$ cat config.mk
export PLATFORM = sky130hd
export DESIGN_NAME = imu_serial_frame_parser_flat
export DESIGN_NICKNAME = d
export VERILOG_FILES = /design/src/rtl/imusfp_pkg.sv /design/src/rtl/imusfp_req_if.sv /design/src/rtl/imusfp_rsp_if.sv /design/src/rtl/imusfp_in_stage.sv /design/src/rtl/imusfp_parser.sv /design/src/rtl/imusfp_out_stage.sv /design/src/rtl/imu_serial_frame_parser.sv /design/src/flat_wrapper.sv
export SDC_FILE = /design/constraint.sdc
export NUM_CORES = 1
export LEC_CHECK = 0
export ABC_AREA = 1
export BUFFER_PORTS_ARGS = -buffer_cell sky130_fd_sc_hd__buf_2
export CAP_MARGIN = 0
export CORE_ASPECT_RATIO = 1.25
export CORE_UTILIZATION = 40
export CTS_CLUSTER_SIZE = 12
export DETAILED_ROUTE_END_ITERATION = 8
export PLACE_DENSITY = 0.65
export SYNTH_ARGS = -nofsm -noshare
export SYNTH_HDL_FRONTEND = slang
export SYNTH_SLANG_ARGS = --single-unit
$ cat constraint.sdc
create_clock -name clock -period 5.1 [get_ports clock]
set_clock_uncertainty 0.1 [all_clocks]
set_input_delay 0.255 -clock clock [delete_from_list [all_inputs] [get_ports clock]]
set_output_delay 0.255 -clock clock [all_outputs]
set_load 0.005 [all_outputs]
$ cat src/rtl/imusfp_pkg.sv
// Shared types, constants and the type-byte decoder of the IMU frame parser.
// No dependencies; imported by the interfaces and all modules.
`timescale 1ns / 1ps

package imusfp_pkg;

   localparam int BYTE_W    = 8;
   localparam int VALUE_W   = 16;
   localparam int POS_W     = 4;
   localparam int PAYLOAD_N = 8;
   localparam int IDX_W     = $clog2(PAYLOAD_N);

   localparam logic [BYTE_W-1:0] HDR_BYTE   = 8'h55;
   localparam logic [BYTE_W-1:0] TYPE_ANGLE = 8'h53;
   localparam logic [BYTE_W-1:0] TYPE_ACCEL = 8'h51;
   localparam logic [BYTE_W-1:0] TYPE_RATE  = 8'h52;
   localparam logic [BYTE_W-1:0] TYPE_QUAT  = 8'h59;

   // Byte positions within an 11-byte frame.
   localparam logic [POS_W-1:0] POS_TYPE  = 4'd1;
   localparam logic [POS_W-1:0] POS_FIRST = 4'd2;
   localparam logic [POS_W-1:0] POS_CHECK = 4'd10;

   typedef enum logic [1:0] {
      KIND_ANGLE = 2'd0,
      KIND_ACCEL = 2'd1,
      KIND_RATE  = 2'd2,
      KIND_QUAT  = 2'd3
   } kind_type;

   typedef enum logic [2:0] {
      ST_HUNT = 3'b001,
      ST_TYPE = 3'b010,
      ST_BODY = 3'b100
   } phase_type;

   typedef struct packed {
      logic     known;
      kind_type kind;
   } kind_dec_type;

   typedef struct packed {
      kind_type                   frame_kind;
      logic signed [VALUE_W-1:0]  value_a;
      logic signed [VALUE_W-1:0]  value_b;
      logic signed [VALUE_W-1:0]  value_c;
      logic signed [VALUE_W-1:0]  value_d;
   } result_type;

   // Handshake between parser and result register.
   typedef struct packed {
      logic step;   // parser consumes the staged byte this cycle
      logic emit;   // that byte closes a frame with a good sum
   } parse_ctl_type;

   function automatic kind_dec_type decode_type(input logic [BYTE_W-1:0] b);
      kind_dec_type d;
      d.known = 1'b1;
      d.kind  = KIND_ANGLE;
      case (b)
         TYPE_ANGLE: d.kind = KIND_ANGLE;
         TYPE_ACCEL: d.kind = KIND_ACCEL;
         TYPE_RATE:  d.kind = KIND_RATE;
         TYPE_QUAT:  d.kind = KIND_QUAT;
         default:    d.known = 1'b0;
      endcase
      return d;
   endfunction

endpackage

$ cat src/rtl/imusfp_req_if.sv
// Byte input channel of the IMU frame parser: valid, ready, rx_byte.
// Depends on imusfp_pkg.
`timescale 1ns / 1ps

interface imusfp_req_if import imusfp_pkg::*; ();
   logic              valid;
   logic              ready;
   logic [BYTE_W-1:0] rx_byte;

   modport source (output valid, output rx_byte, input ready);
   modport sink   (input valid, input rx_byte, output ready);
endinterface

$ cat src/rtl/imusfp_rsp_if.sv
// Result channel of the IMU frame parser: valid, ready, kind and four raw words.
// Depends on imusfp_pkg.
`timescale 1ns / 1ps

interface imusfp_rsp_if import imusfp_pkg::*; ();
   logic                      valid;
   logic                      ready;
   kind_type                  frame_kind;
   logic signed [VALUE_W-1:0] value_a;
   logic signed [VALUE_W-1:0] value_b;
   logic signed [VALUE_W-1:0] value_c;
   logic signed [VALUE_W-1:0] value_d;

   modport source (output valid, output frame_kind, output value_a, output value_b,
                   output value_c, output value_d, input ready);
   modport sink   (input valid, input frame_kind, input value_a, input value_b,
                   input value_c, input value_d, output ready);
endinterface

$ cat src/rtl/imusfp_in_stage.sv
// Input register of the IMU frame parser: holds one received byte.
// Depends on imusfp_pkg.
`timescale 1ns / 1ps

module imusfp_in_stage import imusfp_pkg::*; (
   input  logic              clock,
   input  logic              reset,
   input  logic              in_valid,
   input  logic [BYTE_W-1:0] in_byte,
   output logic              in_ready,
   output logic              stg_valid,
   output logic [BYTE_W-1:0] stg_byte,
   input  logic              stg_take
);

   logic              valid_ff, valid_in;
   logic [BYTE_W-1:0] byte_ff;

   assign in_ready = !valid_ff || stg_take;
   assign valid_in = (valid_ff && !stg_take) || (in_valid && in_ready);

   always_ff @(posedge clock) begin
      if (reset) begin
         valid_ff <= 1'b0;
      end else begin
         valid_ff <= valid_in;
      end
   end

   always_ff @(posedge clock) begin
      if (in_valid && in_ready) begin
         byte_ff <= in_byte;
      end
   end

   assign stg_valid = valid_ff;
   assign stg_byte  = byte_ff;

endmodule

$ cat src/rtl/imusfp_parser.sv
// Frame tracker: header hunt, type decode, running sum and payload bytes.
// Depends on imusfp_pkg.
`timescale 1ns / 1ps

module imusfp_parser import imusfp_pkg::*; (
   input  logic              clock,
   input  logic              reset,
   input  logic              step,
   input  logic [BYTE_W-1:0] rx_byte,
   output logic              emit,
   output result_type        result
);

   phase_type         phase_ff, phase_in;
   logic [POS_W-1:0]  pos_ff, pos_in;
   kind_type          kind_ff, kind_in;
   logic [BYTE_W-1:0] sum_ff, sum_in;
   logic [BYTE_W-1:0] store_ff [PAYLOAD_N];
   logic [BYTE_W-1:0] store_in;
   logic              store_we;
   logic [IDX_W-1:0]  store_idx;
   logic [POS_W-1:0]  pos_off;
   logic [BYTE_W-1:0] byte_sum;
   kind_dec_type      dec;

   assign byte_sum  = sum_ff + rx_byte;
   assign dec       = decode_type(rx_byte);
   assign pos_off   = pos_ff - POS_FIRST;
   assign store_idx = pos_off[IDX_W-1:0];
   assign store_in  = rx_byte;

   always_comb begin
      phase_in = phase_ff;
      pos_in   = pos_ff;
      kind_in  = kind_ff;
      sum_in   = sum_ff;
      store_we = 1'b0;
      emit     = 1'b0;
      if (step) begin
         case (phase_ff)
            ST_TYPE: begin
               if (dec.known) begin
                  kind_in  = dec.kind;
                  phase_in = ST_BODY;
                  pos_in   = POS_FIRST;
                  sum_in   = byte_sum;
               end else begin
                  // unknown type byte is looked at again as a header
                  kind_in = KIND_ANGLE;
                  if (rx_byte == HDR_BYTE) begin
                     phase_in = ST_TYPE;
                     pos_in   = POS_TYPE;
                     sum_in   = HDR_BYTE;
                  end else begin
                     phase_in = ST_HUNT;
                     pos_in   = '0;
                     sum_in   = '0;
                  end
               end
            end
            ST_BODY: begin
               if (pos_ff < POS_CHECK) begin
                  store_we = 1'b1;
                  sum_in   = byte_sum;
                  pos_in   = pos_ff + 4'd1;
               end else begin
                  emit     = (sum_ff == rx_byte);
                  phase_in = ST_HUNT;
                  pos_in   = '0;
                  kind_in  = KIND_ANGLE;
                  sum_in   = '0;
               end
            end
            default: begin
               if (rx_byte == HDR_BYTE) begin
                  phase_in = ST_TYPE;
                  pos_in   = POS_TYPE;
                  sum_in   = HDR_BYTE;
               end else begin
                  phase_in = ST_HUNT;
                  pos_in   = '0;
                  sum_in   = '0;
               end
            end
         endcase
      end
   end

   always_ff @(posedge clock) begin
      if (reset) begin
         phase_ff <= ST_HUNT;
         pos_ff   <= '0;
         kind_ff  <= KIND_ANGLE;
         sum_ff   <= '0;
      end else begin
         phase_ff <= phase_in;
         pos_ff   <= pos_in;
         kind_ff  <= kind_in;
         sum_ff   <= sum_in;
      end
   end

   always_ff @(posedge clock) begin
      if (store_we) begin
         store_ff[store_idx] <= store_in;
      end
   end

   // little-endian words from frame bytes 2..9
   always_comb begin
      result.frame_kind = kind_ff;
      result.value_a    = {store_ff[1], store_ff[0]};
      result.value_b    = {store_ff[3], store_ff[2]};
      result.value_c    = {store_ff[5], store_ff[4]};
      result.value_d    = (kind_ff == KIND_QUAT) ? {store_ff[7], store_ff[6]} : '0;
   end

endmodule

$ cat src/rtl/imusfp_out_stage.sv
// Result register of the IMU frame parser, drives the result channel.
// Depends on imusfp_pkg.
`timescale 1ns / 1ps

module imusfp_out_stage import imusfp_pkg::*; (
   input  logic       clock,
   input  logic       reset,
   input  logic       load,
   input  result_type load_data,
   output logic       can_load,
   output logic       out_valid,
   input  logic       out_ready,
   output result_type out_data
);

   logic       valid_ff, valid_in;
   result_type data_ff;

   assign can_load = !valid_ff || out_ready;
   assign valid_in = load || (valid_ff && !out_ready);

   always_ff @(posedge clock) begin
      if (reset) begin
         valid_ff <= 1'b0;
      end else begin
         valid_ff <= valid_in;
      end
   end

   always_ff @(posedge clock) begin
      if (load) begin
         data_ff <= load_data;
      end
   end

   assign out_valid = valid_ff;
   assign out_data  = data_ff;

endmodule

$ cat src/rtl/imu_serial_frame_parser.sv
// Top level of the IMU serial frame parser: input register, frame tracker, result register.
// Depends on imusfp_pkg, imusfp_req_if, imusfp_rsp_if and the three stage modules.
//
//   channel   dir  fields                                  item
//   req_chan  in   rx_byte[7:0]                            one received byte
//   rsp_chan  out  frame_kind[1:0], value_a..value_d s16   one good frame
//
// One byte per cycle while the result side does not stall; the running sum and frame position advance once per byte.
// A closing byte passes through the input register and then the result register before it shows as a result.
// Synchronous active-high reset returns to header hunt; payload bytes are not cleared.
// A stalled result holds the parser; the input register still takes one more byte.
// req_chan.ready follows rsp_chan.ready combinationally when both registers are full.
`timescale 1ns / 1ps

module imu_serial_frame_parser import imusfp_pkg::*; (
   input  logic           clock,
   input  logic           reset,
   imusfp_req_if.sink     req_chan,
   imusfp_rsp_if.source   rsp_chan
);

   logic              stg_valid;
   logic [BYTE_W-1:0] stg_byte;
   logic              can_load;
   parse_ctl_type     ctl;
   result_type        parse_result;
   result_type        rsp_data;

   // staged byte moves on only when the result register has room
   assign ctl.step = stg_valid && can_load;

   imusfp_in_stage u_in_stage (
      .clock     (clock),
      .reset     (reset),
      .in_valid  (req_chan.valid),
      .in_byte   (req_chan.rx_byte),
      .in_ready  (req_chan.ready),
      .stg_valid (stg_valid),
      .stg_byte  (stg_byte),
      .stg_take  (ctl.step)
   );

   imusfp_parser u_parser (
      .clock   (clock),
      .reset   (reset),
      .step    (ctl.step),
      .rx_byte (stg_byte),
      .emit    (ctl.emit),
      .result  (parse_result)
   );

   // bad-sum frames never reach the result register
   imusfp_out_stage u_out_stage (
      .clock     (clock),
      .reset     (reset),
      .load      (ctl.step && ctl.emit),
      .load_data (parse_result),
      .can_load  (can_load),
      .out_valid (rsp_chan.valid),
      .out_ready (rsp_chan.ready),
      .out_data  (rsp_data)
   );

   assign rsp_chan.frame_kind = rsp_data.frame_kind;
   assign rsp_chan.value_a    = rsp_data.value_a;
   assign rsp_chan.value_b    = rsp_data.value_b;
   assign rsp_chan.value_c    = rsp_data.value_c;
   assign rsp_chan.value_d    = rsp_data.value_d;

endmodule

$ cat src/flat_wrapper.sv
// flat-port wrapper written by rule: the top's interface ports become plain ports
module imu_serial_frame_parser_flat import imusfp_pkg::*;
  (clock, reset, req_chan_valid, req_chan_rx_byte, req_chan_ready, rsp_chan_valid, rsp_chan_frame_kind, rsp_chan_value_a, rsp_chan_value_b, rsp_chan_value_c, rsp_chan_value_d, rsp_chan_ready);
  imusfp_req_if req_chan_i ();
  imusfp_rsp_if rsp_chan_i ();
  input  logic clock;
  input  logic reset;
  input wire logic [$bits(req_chan_i.valid)-1:0] req_chan_valid;
  input wire logic [$bits(req_chan_i.rx_byte)-1:0] req_chan_rx_byte;
  output wire logic [$bits(req_chan_i.ready)-1:0] req_chan_ready;
  output wire logic [$bits(rsp_chan_i.valid)-1:0] rsp_chan_valid;
  output wire logic [$bits(rsp_chan_i.frame_kind)-1:0] rsp_chan_frame_kind;
  output wire logic [$bits(rsp_chan_i.value_a)-1:0] rsp_chan_value_a;
  output wire logic [$bits(rsp_chan_i.value_b)-1:0] rsp_chan_value_b;
  output wire logic [$bits(rsp_chan_i.value_c)-1:0] rsp_chan_value_c;
  output wire logic [$bits(rsp_chan_i.value_d)-1:0] rsp_chan_value_d;
  input wire logic [$bits(rsp_chan_i.ready)-1:0] rsp_chan_ready;
  assign req_chan_i.valid = req_chan_valid;
  assign req_chan_i.rx_byte = req_chan_rx_byte;
  assign req_chan_ready = req_chan_i.ready;
  assign rsp_chan_valid = rsp_chan_i.valid;
  assign rsp_chan_frame_kind = rsp_chan_i.frame_kind;
  assign rsp_chan_value_a = rsp_chan_i.value_a;
  assign rsp_chan_value_b = rsp_chan_i.value_b;
  assign rsp_chan_value_c = rsp_chan_i.value_c;
  assign rsp_chan_value_d = rsp_chan_i.value_d;
  assign rsp_chan_i.ready = rsp_chan_ready;
  imu_serial_frame_parser u_core (.clock(clock), .reset(reset), .req_chan(req_chan_i), .rsp_chan(rsp_chan_i));
endmodule
# Word-level counts from Yosys, hierarchy flattened
# Memories as Yosys holds them, arrays and structs flattened. A register that Yosys moved wholly into a read port is not among the register bits.
# Cells that the tools add are included.
# word_totals
word_cells	67
register_bits	29
out_inout_bits	68
mem_count	1
ramBits	64
input_bits	12
# op_classes
add_sub_neg	3
muxes	25
eq_ne	10
reduce_logical	19
order_cmp	1
# mem_list
memory	depth	word_bits	rd	rd_ports_with_merged_regs	wr	line	rtl
u_core.u_parser.store_ff	8	8	8	8	1	imusfp_parser.sv:18	logic [BYTE_W-1:0] store_ff [PAYLOAD_N];
# ops
cell	n
== test 8 x 7 -> 1 bit (second input constant)	5
2-to-1 mux 8 bit	2
one-hot mux 8 bit (2 select lines)	1
2-to-1 mux 1 bit	10
adder 8 bit	1
== test 8 bit	1
2-to-1 mux 2 bit	4
one-hot mux 4 bit (2 select lines)	1
2-to-1 mux 7 bit	1
logical NOT 1 bit	6
2-to-1 mux 3 bit	2
one-hot mux 2 bit (3 select lines)	1
one-hot mux 3 bit (2 select lines)	1
logical AND 1 bit	5
adder 4 x 1 -> 4 bit (second input constant)	1
logical OR 1 bit	4
< comparator 4 bit (second input constant)	1
2-to-1 mux 4 bit	1
one-hot mux 2 bit (2 select lines)	1
OR reduction 4 bit	1
== test 3 x 2 -> 1 bit (second input constant)	1
== test 3 bit (second input constant)	1
AND reduction 3 bit	1
subtractor 3 x 2 -> 3 bit (second input constant)	1
4 further kinds	4

# Depth between registers and ports, before layout
# Gate-level depths: netlist of the first run.
# depth
ltp_word	6
depth_mapped	10
mapped_depth_nobuf	10

# Modules after synthesis
# Synthesis of the first run repeated with hierarchy kept, for this count alone.
# hier_totals
hier_cells	394
hier_area_um2	5728.0
# modules_own_cells
mod	cells_each	seq_area_each_um2	area_each_um2	instances
imusfp_parser	305	2262.2	3398.3	1
imusfp_out_stage	71	2001.9	2024.4	1
imusfp_in_stage	14	260.2	287.8	1
imu_serial_frame_parser	4	0.0	17.5	1

# Worst setup path before layout of the first run
# OpenSTA, ideal clock, no wires.
# synth_timing
kind	flip-flop to flip-flop
startpoint	reg u_core.u_in_stage.byte_ff[1] (netlist: u_core.u_in_stage.stg_byte[1])
endpoint	reg rsp_chan_value_a[0] (netlist name)
path_buffers	0
synth_period_minus_slack_ps	3118
path_stages_with_launch	6
setup_ps	420
required_ps	4580
path_slack_ps	1982
t_arrival_ps	2598
cell_sequence	edfxtp_1 ha_1 nor4_1 and3_1 nand2_1 inv_1
# synth_via
elab_chain_cells	5
# synth_rtl
item	line	rtl
start: declaration	imusfp_in_stage.sv:17	logic [BYTE_W-1:0] byte_ff;
start signal: assignment	imusfp_in_stage.sv:32	byte_ff <= in_byte;
== test 8 bit	imusfp_parser.sv:67	emit = (sum_ff == rx_byte);
2-to-1 mux 1 bit	imusfp_parser.sv:62	if (pos_ff < POS_CHECK) begin
2-to-1 mux 1 bit	imusfp_parser.sv:40	case (phase_ff)
2-to-1 mux 1 bit	imusfp_parser.sv:39	if (step) begin
logical AND 1 bit	imu_serial_frame_parser.sv:56	.load (ctl.step && ctl.emit),
named net u_core.u_out_stage.load	imusfp_out_stage.sv:8	input logic load,
# The timed path passes the listed nets, and every way through them passes these cells.
# A chain may end at the register's enable or synchronous reset.

# Worst setup path in the final report of the first run
# layout_timing
startpoint	reg u_core.u_in_stage.byte_ff[5] (netlist: u_core.u_in_stage.stg_byte[5])
endpoint	reg rsp_chan_value_c[2] (netlist name)
# layout_via
elab_chain_cells	5
# layout_rtl
item	line
== test 8 bit	imusfp_parser.sv:67
2-to-1 mux 1 bit	imusfp_parser.sv:62
2-to-1 mux 1 bit	imusfp_parser.sv:40
2-to-1 mux 1 bit	imusfp_parser.sv:39
logical AND 1 bit	imu_serial_frame_parser.sv:56
named net u_core.u_out_stage.load	imusfp_out_stage.sv:8
# The timed path passes the listed nets, and every way through them passes these cells.

==> out/qor.yml, run 1 <==
netlist_area_mm2: 0.00557
leakagePower_uw: 0.00268
grt_max_degree: 50
r2r-start: "u_core.u_in_stage.stg_byte[5]"
placed_cells: 614
hold_start: "rsp_chan_ready"
setup_viol_count_final: 0
finalNetCount: 492
place_ws_ps: 1980
drtPass1Iterations: 5
initial_utilization_pct: 41.5
finalHoldViolCount: 0
synth_area_per_cell_um2: 15.2
outcome: "complete, no violations"
setup_slack_ps: 2040
io_buffers: 79
post-route-period-util_pct: 60.0
syn2layout_area_growth_pct: 23.1
worstPathMaxFanout: 49
cp-start-kind: "register"
clk_pin_slew_ps: 60
diodes: 0
drv_cap: 0
syn_inst: 366
drt_iter0_drc: 183
wirelength_um: 10100
drive_above_1_share_pct: 24.6
final.min_clock_period_ps: 3060
cts_buffer_depth: 2
drv_slew: 0
synth_cell_types: 34
cpMaxStageDelayCell: "inv_2"
endpoint_kind: "register"
ant_nets: 0
grt.overflow.total: 0
p_per_area_mw_per_mm2: 396
drc: 0
slowest_delay_ps: 710
setup_tns_ps: 0
final_cells: 654
num_vias: 3027
crit_start: "u_core.u_in_stage.stg_byte[5]"
avgViaCountPerCell: 4.63
cts-resized-gates: 0
numClockSinks: 157
path_cells: "ha_1 > nor4_1 > and3_1 > nand2_1 > inv_2 > buf_4"
core_mm2: 0.0134
critPathArrivalTime_ps: 3080
final_util_pct: 51.1
worstSetupPathType: "register to register"
cts_tree: "built"
cts_buffers: 17
synth_fp_nets: 387
finalWeightedCongestion: 0.839
grt_pass1_vias: 2973
grt_pass1_wl_um: 15900
crit_required_ps: 5120
worstMarginPinSlew_ps: 995
dieArea_mm2: 0.0144
die_x_um: 108
seq_area_frac_synth_pct: 81.3
die_y_um: 134
htreeDepth: 4
ys_ff_latch: 157
insertion_delay_ps: 410
wl_per_cell_um: 15.5
num_rows: 47
antenna_found_initial: 0
pin_count: 80
cts_root_buf: "clkbuf_16"
grtUsageTotal_pct: 15.2
rsz0062_at_grt: "false"
fmax_mhz: 327
relSlewSlack_pct: 33.7
hp-class: "input pin to register"
vdd_drop_max_mv: 0.209
hpwl_um: 6990
ys.warnings.count: 0
==> flip-flops by register name (all words and copies together) (netlist names), 2 cells and up <==
register,cells
u_core.u_parser.sum_ff,8
rsp_chan_value_c,16
u_core.u_parser.store_ff,64
u_core.u_parser.phase_ff,3
rsp_chan_value_b,16
u_core.u_out_stage.out_data,18
u_core.u_in_stage.stg_byte,8
u_core.u_parser.kind_ff,2
rsp_chan_value_a,16
u_core.u_parser.pos_ff,4
==> cell usage in the layout, fill, tap and decap left out, types with 3 or more instances in the layout <==
cell and instances:
buf_2 79, nor3_1 3, clkinvlp_4 4, nand3_1 12, bufinv_16 3, nand4_1 4
dlygate4sd3_1 9, o21ai_0 7, ha_1 8, clkbuf_16 17, nor2_1 35, inv_1 40
edfxtp_1 138, dfxtp_1 19, nand2_1 51, xor2_1 3, a21oi_1 20
==> synthesized netlist by cell type, drive strengths merged <==
cell type	number	area [um2]
nand3b	2	15.0
nor4	2	18.8
ha	8	100
a31oi	1	6.26
xnor2	2	17.5
dfxtp	19	380
o21a	1	7.51
inv	42	158
and3	1	6.26
nor3	4	31.3
o21ai	8	40.0
a21oi	20	100
nand4	4	25.0
buf	2	12.5
o211ai	1	7.51
a21boi	1	18.8
o22ai	1	6.26
nor2	36	138
fa	1	20.0
clkbuf	2	7.51
nand3	13	70.1
a211oi	1	7.51
nand2	52	198
xor2	3	26.3
or2	1	6.26
edfxtp	138	4140
==> layer usage <==
metal	vias up	GRT usage, %	share of wire (%)
li1	1500	-	-
met3	17	3.60	3.3
met5	-	0	0
met2	75	26.6	53
met4	0	7.00	2.2
met1	1435	17.5	41
==> per-stage QoR <==
| stage | hold slack [ps] | area [um2] | power, uW |
|---|---|---|---|
| after floorplan | 224 | 5570 | 1470 |
| after global placement | 305 | 6170 | 1490 |
| after detailed placement | 305 | 6170 | 1490 |
| after CTS | 27.8 | 6860 | 2740 |
| after global routing | 57.3 | 6860 | 2800 |
| final | 41.4 | 6860 | 2720 |
==> worst max-delay path, delay by kind of cell (launching register included) <==
family,cells,cell delay (ps)
adder cells (fa/ha/maj),1,440
AND/OR/NAND/NOR,3,590
buffers and inverters,2,1030
flip-flops,1,560
==> kinds of logic (layout without fill, tap and decap cells) <==
kind of cell	after synthesis	after routing	synth area share, %
flops	157	157	81.3
simple gates	115	115	9.12
buf+inv	46	163	3.19
compound gates	34	34	3.48
fa+ha+maj	9	9	2.16
xor+xnor	5	5	0.787
==> report_power, final <==
| group | switching, uW | internal [uW] |
|---|---|---|
| Sequential | 21.4 | 1400 |
| Clock | 486 | 767 |
| Combinational | 25.2 | 18.4 |
==> cell type report <==
| class | instances | area, um2 |
|---|---|---|
| fill | 1128 | 6550 |
| sequential | 157 | 4520 |
| multi-input combinational | 163 | 866 |
| timing repair buffer | 90 | 500 |
| clock buffer | 17 | 425 |
| tap | 171 | 214 |
| clock inverter | 14 | 169 |
| inverter | 42 | 158 |
==> final timing paths <==
| kind | endpoint | slack (ps) | depth (start not counted) |
|---|---|---|---|
| hold / removal | u_core.u_out_stage.out_valid | 40 | 4 |
| setup / recovery | rsp_chan_value_c[2] | 2040 | 6 |
| setup reg to reg | rsp_chan_value_c[2] | 2040 | 6 |
| hold reg to reg | rsp_chan_value_c[4] | 320 | 0 |
==> timing repair <==
item / CTS / global route
setup endpoints to repair: 0 / 0
hold endpoints to repair: 9 / 0
hold buffers: 9 / 0
buffers inserted: 0 / 0
(Power assumes the default switching activity.)
==> run 2: changes to the inputs <==
clock period = 3 ns   (was 5.1 ns; I/O delays follow)
==> out/qor.yml, run 2 (synthesized netlist as in run 1, its figures left out) <==
outcome: "complete, no violations"
layout_common_cells: "edfxtp_1 (138), buf_2 (79), nand2_1 (51), inv_1 (40), nor2_1 (35)"
finalWeightedCongestion: 0.870
syn2layout_area_growth_pct: 25.1
pin_count: 80
path_buf_inv: 2
core_mm2: 0.0134
hold_buffers: 13
antenna_found_initial: 0
setup_viol_count_final: 0
drive_above_1_share_pct: 26.0
worstPathMaxFanout: 66
drv_cap: 0
worstMarginPinSlew_ps: 728
grt.overflow.total: 0
setup_tns_ps: 0
largest_reg_flops: 64
final_util_pct: 51.9
final.min_clock_period_ps: 2530
ant_nets: 0
initial_utilization_pct: 41.5
vdd_drop_max_mv: 0.406
ff2ff_path_depth: 6
leakagePower_uw: 0.00274
hpwl_um: 6500
avgViaCountPerCell: 4.73
grt_max_degree: 67
largest-register: "u_core.u_parser.store_ff"
hold_depth: 0
insertion_delay_ps: 420
drt_iter0_drc: 174
relSlewSlack_pct: 51.3
num_vias: 3152
clk_pin_slew_ps: 70
hp-class: "register to register"
p_per_area_mw_per_mm2: 656
crit_required_ps: 2980
worstSetupPathType: "register to register"
cts_tree: "built"
cts-resized-gates: 0
finalHoldViolCount: 0
grtUsageTotal_pct: 14.8
htreeDepth: 4
cp-start-kind: "register"
cts_root_buf: "clkbuf_16"
cts_buffer_depth: 2
die_x_um: 108
dieArea_mm2: 0.0144
numClockSinks: 157
drv_slew: 0
critPathArrivalTime_ps: 2510
num_rows: 47
worstSetupPathDepth: 6
drc: 0
critPathTopFamily: "simple AND/OR/NAND/NOR gates"
rsz0062_at_grt: "false"
cts_buffers: 17
cpMaxStageDelayCell: "edfxtp_1"
final_common_cell: "edfxtp_1"
drtPass1Iterations: 5
grt_pass1_vias: 3095
wirelength_um: 9770
io_buffers: 79
die_y_um: 134
diodes: 0
postCtsSetupBuffers: 0
wl_per_cell_um: 14.7
finalNetCount: 504
slowest_delay_ps: 570
post-route-period-util_pct: 84.3
endpoint_kind: "register"
path_cells: "ha_1 > nor4_1 > and3_1 > nand2_1 > clkinvlp_4 > buf_12"
grt_pass1_wl_um: 15600
fmax_mhz: 395
-- run 2: changes by cell type in the layout (fill, tap and decap cells not counted), sizes merged --
cell,change
dlygate4sd3,+4
clkinvlp,-1
clkinv,-2
bufinv,-3
inv,+7
buf,+8
-- run 2: path summary, 6_finish.rpt --
path | endpoint | slack, ps | startpoint
worst max-delay path | u_core.u_out_stage.out_data[64] | 470 | u_core.u_in_stage.stg_byte[6]
worst max register to register | u_core.u_out_stage.out_data[64] | 470 | u_core.u_in_stage.stg_byte[6]
worst min register to register | rsp_chan_value_c[3] | 320 | u_core.u_parser.store_ff[4][3]
worst min-delay path | rsp_chan_value_c[3] | 320 | u_core.u_parser.store_ff[4][3]
-- run 2: through the flow --
stage,area (um2),cells,worst slack [ps],hold WS [ps],total power (uW)
global placement,6250,622,601,234,2540
detailed placement,6250,622,532,234,2540
CTS,6960,667,504,317,4610
floorplan,5570,366,354,119,2490
finish,6960,667,470,317,4570
global route,6960,667,342,318,4720
-- run 2: layout make-up --
| class | count | area [um2] |
|---|---|---|
| Inverter | 42 | 161 |
| Timing Repair Buffer | 102 | 613 |
| Clock buffer | 17 | 425 |
| Clock inverter | 15 | 159 |
| Multi-Input combinational cell | 163 | 866 |
| Fill cell | 1118 | 6440 |
| Sequential cell | 157 | 4520 |
| Tap cell | 171 | 214 |
-- run 2: layer usage --
metal / up-vias / part of all wire, % / GRT usage [%]
li1: 1535 / - / -
met4: 0 / 1.8 / 6.39
met1: 1520 / 42 / 17.0
met5: - / 0 / 0
met2: 89 / 52 / 26.0
met3: 8 / 4.3 / 3.50
-- run 2: worst register-to-register path: cells and delay by family, from the launching register on --
kind                       cells  cell delay, ps
buffers and inverters          2             390
DFF                            1             570
and+or+nand+nor                3             620
adders and majority gates      1             430
-- run 2: where the power goes --
part | internal (uW) | switching [uW]
registers | 2380 | 14.8
clock network | 1120 | 947
logic | 42.6 | 72.1
total | 3540 | 1030
